File: src/hdl/fapc_pkg.sv
`timescale 1ns / 1ps
// shared constants, types and helpers for the feeder angle and phase controller
package fapc_pkg;

    // fixed geometry of the feeder drive
    localparam int STEP_COUNTS = 32768;
    localparam int STEP_LOG2   = $clog2(STEP_COUNTS);
    localparam int ENC_W       = 13;
    localparam int ENC_COUNTS  = 8192;
    localparam int ENC_HALF    = ENC_COUNTS / 2;
    localparam int MAX_DT_MS   = 200;
    localparam int DT_W        = $clog2(MAX_DT_MS + 1);
    localparam int NUM_W       = DT_W + STEP_LOG2;
    localparam int CNT_W       = $clog2(NUM_W + 1);
    localparam int GAIN_W      = 24;
    localparam int MAG_W       = 33;
    localparam int POS_W       = 40;
    localparam int CFG_W       = 24;

    // register map
    typedef enum logic [2:0] {
        REG_TIMEOUT    = 3'd0,
        REG_PERIOD     = 3'd1,
        REG_DEADBAND   = 3'd2,
        REG_HOLD_GAIN  = 3'd3,
        REG_HOLD_MAX   = 3'd4,
        REG_CONT_BASE  = 3'd5,
        REG_CONT_GAIN  = 3'd6,
        REG_CONT_MAX   = 3'd7
    } reg_idx_t;

    // switch codes
    localparam logic [1:0] SW_HOLD = 2'd1;
    localparam logic [1:0] SW_CONT = 2'd2;
    localparam logic [1:0] SW_STEP = 2'd3;

    // sequencer states
    typedef enum logic [5:0] {
        ST_IDLE = 6'b000001,
        ST_PREP = 6'b000010,
        ST_DIV  = 6'b000100,
        ST_ERR  = 6'b001000,
        ST_MUL  = 6'b010000,
        ST_FIN  = 6'b100000
    } state_t;

    // saturate a wide signed value to the 40-bit position range
    function automatic logic signed [POS_W-1:0] sat40(input logic signed [POS_W+1:0] v);
        logic signed [POS_W+1:0] hi;
        logic signed [POS_W+1:0] lo;
        hi = {3'b000, {(POS_W-1){1'b1}}};
        lo = {3'b111, {(POS_W-1){1'b0}}};
        if (v > hi) begin
            sat40 = hi[POS_W-1:0];
        end else if (v < lo) begin
            sat40 = lo[POS_W-1:0];
        end else begin
            sat40 = v[POS_W-1:0];
        end
    endfunction

endpackage

File: src/hdl/feeder_angle_phase_controller_top.sv
`timescale 1ns / 1ps
// feeder angle and phase controller: sequencer, shared divider and multiplier
// One request at a time. A request passes the prepare, error, multiply and final states
// in hold and single-step modes, with bit-serial phase divide steps before the error
// state in continuous mode; a disabled request goes from prepare straight to final.
// The gain multiplier is a shift-add over the gain bits. The input is not ready until the
// result is loaded into the output register; a result may wait there for the
// sink while the next request is taken.
module feeder_angle_phase_controller_top (
    input  logic                            aclk,
    input  logic                            aresetn,
    input  logic                            cfg_we,
    input  logic [2:0]                      cfg_index,
    input  logic [fapc_pkg::CFG_W-1:0]      cfg_wdata,
    input  logic                            s_valid,
    output logic                            s_ready,
    input  logic                            s_feeder_authorized,
    input  logic                            s_motor_online,
    input  logic [31:0]                     s_update_age_ms,
    input  logic [31:0]                     s_now_ms,
    input  logic [12:0]                     s_encoder_raw,
    input  logic [1:0]                      s_switch_pos,
    output logic                            m_valid,
    input  logic                            m_ready,
    output logic signed [15:0]              m_speed_cmd_rpm,
    output logic                            m_pid_reset,
    output logic signed [39:0]              m_position_counts,
    output logic signed [39:0]              m_shown_target_counts,
    output logic signed [24:0]              m_target_rounds,
    output logic [23:0]                     m_actual_rounds
);
    import fapc_pkg::*;

    // configuration
    logic [15:0]        timeout_reg;
    logic [9:0]         period_reg;
    logic [15:0]        deadband_reg;
    logic [23:0]        hold_gain_reg;
    logic [14:0]        hold_max_reg;
    logic signed [15:0] cont_base_reg;
    logic [23:0]        cont_gain_reg;
    logic [14:0]        cont_max_reg;

    // request capture
    logic               auth_reg, online_reg;
    logic [31:0]        age_reg, now_reg;
    logic [ENC_W-1:0]   raw_reg;
    logic [1:0]         sw_reg;

    // controller state
    logic               init_reg;
    logic [ENC_W-1:0]   last_enc_reg;
    logic signed [POS_W-1:0] pos_reg, tgt_reg;
    logic [1:0]         prev_reg;
    logic [31:0]        tick_reg;
    logic [9:0]         rem_reg;
    logic signed [24:0] cmd_reg;
    logic [23:0]        done_reg;

    // working registers
    state_t             state_reg;
    logic               en_reg, rst_reg, dead_reg, neg_reg;
    logic [NUM_W-1:0]   div_reg;
    logic [9:0]         acc_reg;
    logic [CNT_W-1:0]   cnt_reg;
    logic [MAG_W-1:0]   mag_reg;
    logic [MAG_W-1:0]   hi_reg;
    logic [GAIN_W-1:0]  lo_reg;

    logic               m_valid_reg;

    assign s_ready = (state_reg == ST_IDLE);
    assign m_valid = m_valid_reg;

    // prep stage: enable, unwrap, rounds, switch change, phase dividend
    logic               p_en, p_change, p_cont;
    logic [ENC_W-1:0]   p_last;
    logic signed [POS_W-1:0] p_pos0, p_pos, p_tgt;
    logic [1:0]         p_prev;
    logic [31:0]        p_tick, p_dt;
    logic [9:0]         p_rem;
    logic signed [14:0] p_d;
    logic [23:0]        p_comp, p_done;
    logic signed [24:0] p_cmd;
    logic [DT_W-1:0]    p_dtc;
    logic [NUM_W-1:0]   p_num;

    always_comb begin
        p_en   = auth_reg && online_reg && (age_reg <= {16'd0, timeout_reg});
        p_last = init_reg ? last_enc_reg : raw_reg;
        p_pos0 = init_reg ? pos_reg : '0;
        p_tgt  = init_reg ? tgt_reg : '0;
        p_prev = init_reg ? prev_reg : sw_reg;
        p_tick = init_reg ? tick_reg : now_reg;
        p_rem  = init_reg ? rem_reg : '0;
        p_d = 15'(signed'({2'b00, raw_reg})) - 15'(signed'({2'b00, p_last}));
        if (p_d > 15'(ENC_HALF)) begin
            p_d = p_d - 15'(ENC_COUNTS);
        end else if (p_d < -15'(ENC_HALF)) begin
            p_d = p_d + 15'(ENC_COUNTS);
        end
        p_pos  = sat40(42'(p_pos0) + 42'(p_d));
        p_comp = p_pos[POS_W-1] ? 24'd0 : 24'(p_pos >>> STEP_LOG2);
        p_done = (p_comp > done_reg) ? p_comp : done_reg;
        p_change = (sw_reg != p_prev);
        p_cmd  = cmd_reg;
        if (p_change) begin
            p_tgt  = p_pos;
            p_rem  = '0;
            p_tick = now_reg;
            if (sw_reg == SW_STEP && p_prev == SW_HOLD) begin
                p_tgt = sat40(42'(p_pos) + 42'(STEP_COUNTS));
                p_cmd = (cmd_reg == 25'sd16777215) ? cmd_reg : cmd_reg + 25'sd1;
            end
        end
        p_cont = (sw_reg == SW_CONT);
        p_dt   = now_reg - p_tick;
        p_dtc  = (p_dt > 32'(MAX_DT_MS)) ? DT_W'(MAX_DT_MS) : p_dt[DT_W-1:0];
        p_num  = {p_dtc, {STEP_LOG2{1'b0}}} + NUM_W'(p_rem);
    end

    // divide step: restoring, one quotient bit a cycle
    logic [9:0]  d_per;
    logic [10:0] d_trial;
    logic        d_bit;
    logic [10:0] d_diff;
    always_comb begin
        d_per   = (period_reg == '0) ? 10'd1 : period_reg;
        d_trial = {acc_reg, div_reg[NUM_W-1]};
        d_bit   = (d_trial >= {1'b0, d_per});
        d_diff  = d_trial - {1'b0, d_per};
    end

    // error stage: phase advance, relock, rounds, error magnitude
    logic signed [POS_W-1:0] e_tgt;
    logic signed [POS_W+1:0] e_err;
    logic [9:0]              e_rem;
    logic signed [24:0]      e_cmd;
    logic signed [POS_W+1:0] e_bias;
    logic [POS_W+1:0]        e_abs;
    logic                    e_dead;
    always_comb begin
        e_tgt = tgt_reg;
        e_rem = rem_reg;
        e_cmd = cmd_reg;
        if (sw_reg == SW_CONT) begin
            e_tgt = sat40(42'(tgt_reg) + 42'({1'b0, div_reg}));
            e_rem = acc_reg;
        end
        e_err = 42'(e_tgt) - 42'(pos_reg);
        if (sw_reg == SW_CONT &&
            (e_err > 42'sd65536 || e_err < -42'sd65536)) begin
            e_tgt = pos_reg;
            e_rem = '0;
            e_err = '0;
        end
        e_bias = e_tgt[POS_W-1] ? 42'(e_tgt) + 42'(STEP_COUNTS - 1) : 42'(e_tgt);
        if (sw_reg == SW_CONT) begin
            e_cmd = 25'(e_bias >>> STEP_LOG2);
        end
        e_abs  = e_err[POS_W+1] ? 42'(-e_err) : 42'(e_err);
        e_dead = (e_err < 42'($signed({1'b0, deadband_reg}))) &&
                 (e_err > -42'($signed({1'b0, deadband_reg})));
    end

    // multiply step: shift-add over the gain bits
    logic [MAG_W:0] m_sum;
    always_comb begin
        m_sum = lo_reg[0] ? {1'b0, hi_reg} + {1'b0, mag_reg} : {1'b0, hi_reg};
    end

    // final stage: scale, sign, base, clamp
    logic [POS_W:0]          f_p;
    logic [16:0]             f_ps;
    logic signed [18:0]      f_sp, f_v, f_max;
    logic signed [15:0]      f_speed;
    logic signed [POS_W+1:0] f_bias;
    logic signed [POS_W-1:0] f_shown;
    always_comb begin
        f_p  = {hi_reg, lo_reg[GAIN_W-1:16]};
        f_ps = (f_p > 41'd65535) ? 17'd65535 : f_p[16:0];
        f_sp = neg_reg ? -19'($signed({2'b00, f_ps})) : 19'($signed({2'b00, f_ps}));
        if (sw_reg == SW_CONT) begin
            f_v   = 19'(cont_base_reg) + f_sp;
            f_max = 19'($signed({1'b0, cont_max_reg}));
        end else begin
            f_v   = dead_reg ? 19'sd0 : f_sp;
            f_max = 19'($signed({1'b0, hold_max_reg}));
        end
        if (f_v > f_max) begin
            f_speed = f_max[15:0];
        end else if (f_v < -f_max) begin
            f_speed = 16'(-f_max);
        end else begin
            f_speed = f_v[15:0];
        end
        f_bias  = tgt_reg[POS_W-1] ? 42'(tgt_reg) + 42'(STEP_COUNTS - 1) : 42'(tgt_reg);
        f_shown = (sw_reg == SW_CONT) ?
                  40'((f_bias >>> STEP_LOG2) <<< STEP_LOG2) : tgt_reg;
    end

    // configuration writes
    always_ff @(posedge aclk) begin
        if (!aresetn) begin
            timeout_reg   <= 16'd500;
            period_reg    <= 10'd50;
            deadband_reg  <= 16'd455;
            hold_gain_reg <= 24'd65536;
            hold_max_reg  <= 15'd3000;
            cont_base_reg <= 16'sd4800;
            cont_gain_reg <= 24'd65536;
            cont_max_reg  <= 15'd8000;
        end else if (cfg_we) begin
            unique case (reg_idx_t'(cfg_index))
                REG_TIMEOUT:   timeout_reg   <= cfg_wdata[15:0];
                REG_PERIOD:    period_reg    <= cfg_wdata[9:0];
                REG_DEADBAND:  deadband_reg  <= cfg_wdata[15:0];
                REG_HOLD_GAIN: hold_gain_reg <= cfg_wdata[23:0];
                REG_HOLD_MAX:  hold_max_reg  <= cfg_wdata[14:0];
                REG_CONT_BASE: cont_base_reg <= cfg_wdata[15:0];
                REG_CONT_GAIN: cont_gain_reg <= cfg_wdata[23:0];
                REG_CONT_MAX:  cont_max_reg  <= cfg_wdata[14:0];
                default: ;
            endcase
        end
    end

    // request capture, unregistered-reset payload
    always_ff @(posedge aclk) begin
        if (s_valid && s_ready) begin
            auth_reg   <= s_feeder_authorized;
            online_reg <= s_motor_online;
            age_reg    <= s_update_age_ms;
            now_reg    <= s_now_ms;
            raw_reg    <= s_encoder_raw;
            sw_reg     <= s_switch_pos;
        end
    end

    // sequencer and controller state
    always_ff @(posedge aclk) begin
        if (!aresetn) begin
            state_reg    <= ST_IDLE;
            init_reg     <= 1'b0;
            last_enc_reg <= '0;
            pos_reg      <= '0;
            tgt_reg      <= '0;
            prev_reg     <= '0;
            tick_reg     <= '0;
            rem_reg      <= '0;
            cmd_reg      <= '0;
            done_reg     <= '0;
            en_reg       <= 1'b0;
            rst_reg      <= 1'b0;
            dead_reg     <= 1'b0;
            neg_reg      <= 1'b0;
            cnt_reg      <= '0;
            m_valid_reg  <= 1'b0;
        end else begin
            if (m_valid_reg && m_ready) begin
                m_valid_reg <= 1'b0;
            end
            unique case (state_reg)
                ST_IDLE: begin
                    if (s_valid) begin
                        state_reg <= ST_PREP;
                    end
                end
                ST_PREP: begin
                    en_reg <= p_en;
                    if (!p_en) begin
                        init_reg  <= 1'b0;
                        cmd_reg   <= '0;
                        done_reg  <= '0;
                        state_reg <= ST_FIN;
                    end else begin
                        init_reg     <= 1'b1;
                        last_enc_reg <= raw_reg;
                        pos_reg      <= p_pos;
                        done_reg     <= p_done;
                        tgt_reg      <= p_tgt;
                        prev_reg     <= sw_reg;
                        tick_reg     <= p_cont ? now_reg : p_tick;
                        rem_reg      <= p_rem;
                        cmd_reg      <= p_cmd;
                        rst_reg      <= p_change;
                        div_reg      <= p_num;
                        acc_reg      <= '0;
                        cnt_reg      <= CNT_W'(NUM_W);
                        state_reg    <= p_cont ? ST_DIV : ST_ERR;
                    end
                end
                ST_DIV: begin
                    div_reg <= {div_reg[NUM_W-2:0], d_bit};
                    acc_reg <= d_bit ? d_diff[9:0] : d_trial[9:0];
                    cnt_reg <= cnt_reg - 1'b1;
                    if (cnt_reg == CNT_W'(1)) begin
                        state_reg <= ST_ERR;
                    end
                end
                ST_ERR: begin
                    tgt_reg   <= e_tgt;
                    rem_reg   <= e_rem;
                    cmd_reg   <= e_cmd;
                    dead_reg  <= e_dead;
                    neg_reg   <= e_err[POS_W+1];
                    mag_reg   <= (e_abs > 42'h1_0000_0000) ? 33'h1_0000_0000 : e_abs[MAG_W-1:0];
                    hi_reg    <= '0;
                    lo_reg    <= (sw_reg == SW_CONT) ? cont_gain_reg : hold_gain_reg;
                    cnt_reg   <= CNT_W'(GAIN_W);
                    state_reg <= ST_MUL;
                end
                ST_MUL: begin
                    hi_reg  <= m_sum[MAG_W:1];
                    lo_reg  <= {m_sum[0], lo_reg[GAIN_W-1:1]};
                    cnt_reg <= cnt_reg - 1'b1;
                    if (cnt_reg == CNT_W'(1)) begin
                        state_reg <= ST_FIN;
                    end
                end
                ST_FIN: begin
                    if (!m_valid_reg || m_ready) begin
                        m_valid_reg <= 1'b1;
                        state_reg   <= ST_IDLE;
                    end
                end
                default: state_reg <= ST_IDLE;
            endcase
        end
    end

    // result register
    always_ff @(posedge aclk) begin
        if (state_reg == ST_FIN && (!m_valid_reg || m_ready)) begin
            if (en_reg) begin
                m_speed_cmd_rpm       <= f_speed;
                m_pid_reset           <= rst_reg;
                m_position_counts     <= pos_reg;
                m_shown_target_counts <= f_shown;
                m_target_rounds       <= cmd_reg;
                m_actual_rounds       <= done_reg;
            end else begin
                m_speed_cmd_rpm       <= '0;
                m_pid_reset           <= 1'b1;
                m_position_counts     <= '0;
                m_shown_target_counts <= '0;
                m_target_rounds       <= '0;
                m_actual_rounds       <= '0;
            end
        end
    end

endmodule
File: config.mk
export PLATFORM = sky130hd
export DESIGN_NAME = feeder_angle_phase_controller_top
export DESIGN_NICKNAME = d
export VERILOG_FILES = /design/src/hdl/fapc_pkg.sv /design/src/hdl/feeder_angle_phase_controller_top.sv
export SDC_FILE = /design/constraint.sdc
export NUM_CORES = 2
export LEC_CHECK = 0
export BUFFER_PORTS_ARGS = -buffer_cell sky130_fd_sc_hd__buf_2
export CORE_ASPECT_RATIO = 1.1
export CORE_MARGIN = 2
export CORE_UTILIZATION = 56
export CTS_CLUSTER_DIAMETER = 100
export DETAILED_ROUTE_END_ITERATION = 16
export PLACE_DENSITY = 0.83
export SYNTH_ARGS = -nofsm -noshare
export SYNTH_HDL_FRONTEND = slang
export SYNTH_SLANG_ARGS = --single-unit
File: constraint.sdc
create_clock -name aclk -period 14.6 [get_ports aclk]
set_input_delay 2.92 -clock aclk [delete_from_list [all_inputs] [get_ports aclk]]
set_output_delay 2.92 -clock aclk [all_outputs]
set_load 0.01 [all_outputs]
==> summary.md <==
| Metric | Value |
|---|---|
| Final Hold Viols | `0` |
| Sequential power share | `0.311` |
| Vias/cell | `approximately 6.5` |
| Die height | `~320 um` |
| WL per Instance | `~23 um` |
| Crit path max fanout | `26` |
| Post-route cell area | `0.05477 mm^2` |
| Status | `finished clean` |
| Syn Area/Cell | `~8.2 um^2` |
| Core footprint | `0.08815 mm^2` |
| Ys async rst share | `0` |
| Switch Pwr | `around 2.7 mW` |
| Gr ovfl total | `0` |
| Critical path class | `reg2reg` |
| Maxcap violations | `0` |
| Yosys reg bits | `about 690` |
| Worst path arrival time | `between 10 and 15 ns` |
| Std-Cell Rows | `roughly 110` |
| Dominant cells by area after synthesis | `edfxtp_1 21%, dfxtp_1 14%, ha_1 8.4%` |
| Pwr per Cell Area | `roughly 120 mW/mm^2` |
| Worst hold path type | `reg2reg` |
| Synth unique cells | `about 110` |
| Area delta synth->final | `9.645%` |
| # H-tree levels | `3` |
| Comb power frac | `0.395` |
| CTS buffer count | `75` |
| Total global-route track usage | `0.3540` |
| CTS resizes | `0` |
| Slew headroom | `0.1404` |
| Clock network power share | `0.293` |
| RSZ-0062 raised after global routing | `false` |
| CTS tree | `built` |
| Setup TNS | `0 ns` |
| CP required | `around 15 ns` |
| Power Internal | `between 4 and 5 mW` |
| VDD IR max | `about 0.00013 V` |
| Fin crit period | `about 12 ns` |
| Share of cells above drive strength 1 | `0.09556` |
| Reg clk slew, reported paths | `0.06 ns` |
| Net Sw Frac | `0.3958` |
| Simple-gate area share of the yosys netlist | `0.2322` |
| Area of the die | `roughly 0.09 mm^2` |
| First-pass GRT wire length | `between 200 and 300 mm` |
| Die width | `288.8 um` |
| Mux share of post-synthesis cell area | `0.02813` |
| Post-Synth XOR/XNOR Area | `0.04225` |
| # hold bufs at CTS | `0` |
| Post-CTS setup repair buffer count | `0` |
| Initial core utilization | `0.5667` |
| Critical-path top delay cell | `a21boi_4` |
| Routed WL | `between 150 and 200 mm` |
| Min-delay src | `tick_reg[17]` |
| I/O pin count | `between 200 and 300` |
| Launching point of the worst reg2reg path | `div_reg[0]` |
| DRT Pass-1 Iters | `6` |
| Yosys top cell area share | `0.2104` |
| Largest family of logic cells by synthesized area | `simple AND/OR/NAND/NOR gates` |
| Post-Syn Area | `between 0.04 and 0.05 mm^2` |
| Worst setup EP type | `flip-flop` |
| Crit-path leading delay family | `compound AO/OA/AOI/OAI gates` |
| Critical path's largest stage delay | `0.84 ns` |
| Final setup vio count | `0` |
| # port buffers | `260` |
| Synth Area in Adders | `0.09202` |
| DP Area | `between 0.05 and 0.06 mm^2` |
| Syn Nets | `~6500` |
| Synth Area in Compound Gates | `0.2165` |
| Final ANT Viol Nets | `0` |
| Worst Setup SP | `div_reg[0]` |
| Initial antenna violation count | `5` |
| Top_reg_cell synth | `edfxtp_1` |
| P_leak | `around 22 nW` |
| Yosys warns | `0` |
| Seq/Total Area, Yosys | `0.3458` |
| Pin count of the biggest net entering global routing | `119` |
| Crit share post-route | `0.8434` |
| Least-Margin Pin Slew | `around 1.3 ns` |
| Clock Sinks | `between 600 and 700` |
| Area leader, netlist | `edfxtp_1` |
| Nets | `6632` |
| Fmax | `about 80 MHz` |
| Placer Congestion | `between 1 and 1.5` |
| Worst Setup Start Kind | `flip-flop` |
| Vias in the first global route | `around 45000` |
| DRC Markers | `0` |
| Slew Limit Fails | `0` |
| 1st-iter DRT viols | `about 5800` |
| CTS root buffer | `clkbuf_16` |
| Post-synth EDFFs | `350` |
| Bufs on Longest Clock Path | `3` |
| Post-DP HPWL | `around 120 mm` |
| Clk_lat worst skew | `a little under 0.7 ns` |
| Final Skew | `~0.051 ns` |
| Cells after Synth | `6071` |
| CP bufs+invs | `2` |
| Vias | `between 40000 and 50000` |
[metal layers]
metal,wire length (um),share of wire,global-route usage
met1,66730,0.40,0.4574
met2,76170,0.46,0.5666
met3,15600,0.093,0.07037
met4,8856,0.053,0.1748
met5,33,0.00020,0
[worst register-to-register path, delay by kind of cell, from the launching register on]
kind	cells	cell delay, ns
adder cells (fa/ha/maj)	5	1.55
buffers and inverters	2	0.25
flip-flops	1	0.40
AND/OR/NAND/NOR	17	4.53
AO/OA/AOI/OAI	16	5.28
[Yosys cell counts, types with 60 or more instances]
master,count
nor2_1,527
o21ai_0,308
nand3_1,167
and2_1,208
ha_1,337
inv_1,227
dfxtp_1,338
o21a_1,91
and3_1,77
nor4_1,69
nand2b_1,70
nand4_1,88
clkbuf_1,253
a211oi_1,81
a31oi_1,79
nor3_1,131
o211ai_1,60
a21oi_1,576
xor2_1,87
edfxtp_1,350
nand2_1,780
mux2i_1,137
xnor2_1,154
a21o_1,106
[path summary, 6_finish.rpt]
path	depth (start not counted)	slack (ns)	endpoint
worst max register to register	40	2.29	mag_reg[15]
worst min-delay path	2	0.45	tick_reg[17]
worst min register to register	2	0.45	tick_reg[17]
worst max-delay path	40	2.29	mag_reg[15]
[cells by family (layout without fill, tap and decap cells)]
kind of cell,after synthesis,after routing
other cells,0,4
buf+inv,551,717
compound gates,1695,1695
xor+xnor,241,241
mux,140,140
simple gates,2389,2389
fa+ha+maj,367,367
flops,688,688
[metrics by stage]
step | cells | worst slack (ns) | util | hold WS (ns) | total power [mW]
2_1_floorplan | 6071 | 4.242 | - | 0.4312 | 3.965
3_3_place_gp | 7257 | 3.131 | 0.5922 | 0.4373 | 4.711
3_5_place_dp | 7257 | 2.850 | 0.5922 | 0.4432 | 4.733
4_1_cts | 7397 | 2.807 | 0.6213 | 0.4513 | 6.713
5_1_grt | 7397 | 1.638 | 0.6213 | 0.4660 | 7.080
6_report | 7401 | 2.287 | 0.6214 | 0.4484 | 6.787
[power groups by stage]
| stage | Sequential (mW) | Clock (mW) | Combinational [mW] |
|---|---|---|---|
| after floorplan | 2.15 | 0 | 1.82 |
| after global placement | 2.15 | 0 | 2.56 |
| final | 2.11 | 1.99 | 2.68 |
| after global routing | 2.12 | 2.08 | 2.89 |
| after detailed placement | 2.15 | 0 | 2.58 |
| after CTS | 2.11 | 2.00 | 2.60 |
[layout make-up]
| type | instances | area [um^2] |
|---|---|---|
| Antenna cell | 4 | 10.01 |
| Clock buffer | 101 | 2056 |
| Clock inverter | 39 | 506.7 |
| Fill cell | 7541 | 33380 |
| Inverter | 229 | 867.1 |
| Multi-Input combinational cell | 4832 | 30640 |
| Sequential cell | 688 | 17280 |
| Tap cell | 1160 | 1451 |
| Timing Repair Buffer | 348 | 1962 |
[cells in the final DEF (no fill, tap or decap), drive strengths merged, types with 87 or more instances in the layout]
master | Yosys | layout
nand2 | 781 | 781
a21oi | 580 | 580
nor2 | 547 | 547
edfxtp | 350 | 350
buf | 58 | 348
dfxtp | 338 | 338
ha | 337 | 337
o21ai | 321 | 321
inv | 227 | 235
and2 | 208 | 208
nand3 | 167 | 167
xnor2 | 154 | 154
mux2i | 137 | 137
nor3 | 132 | 132
a21o | 106 | 106
clkbuf | 264 | 101
o21a | 91 | 91
nand4 | 89 | 89
xor2 | 87 | 87
Note: power is estimated with default switching activity, not from simulation.
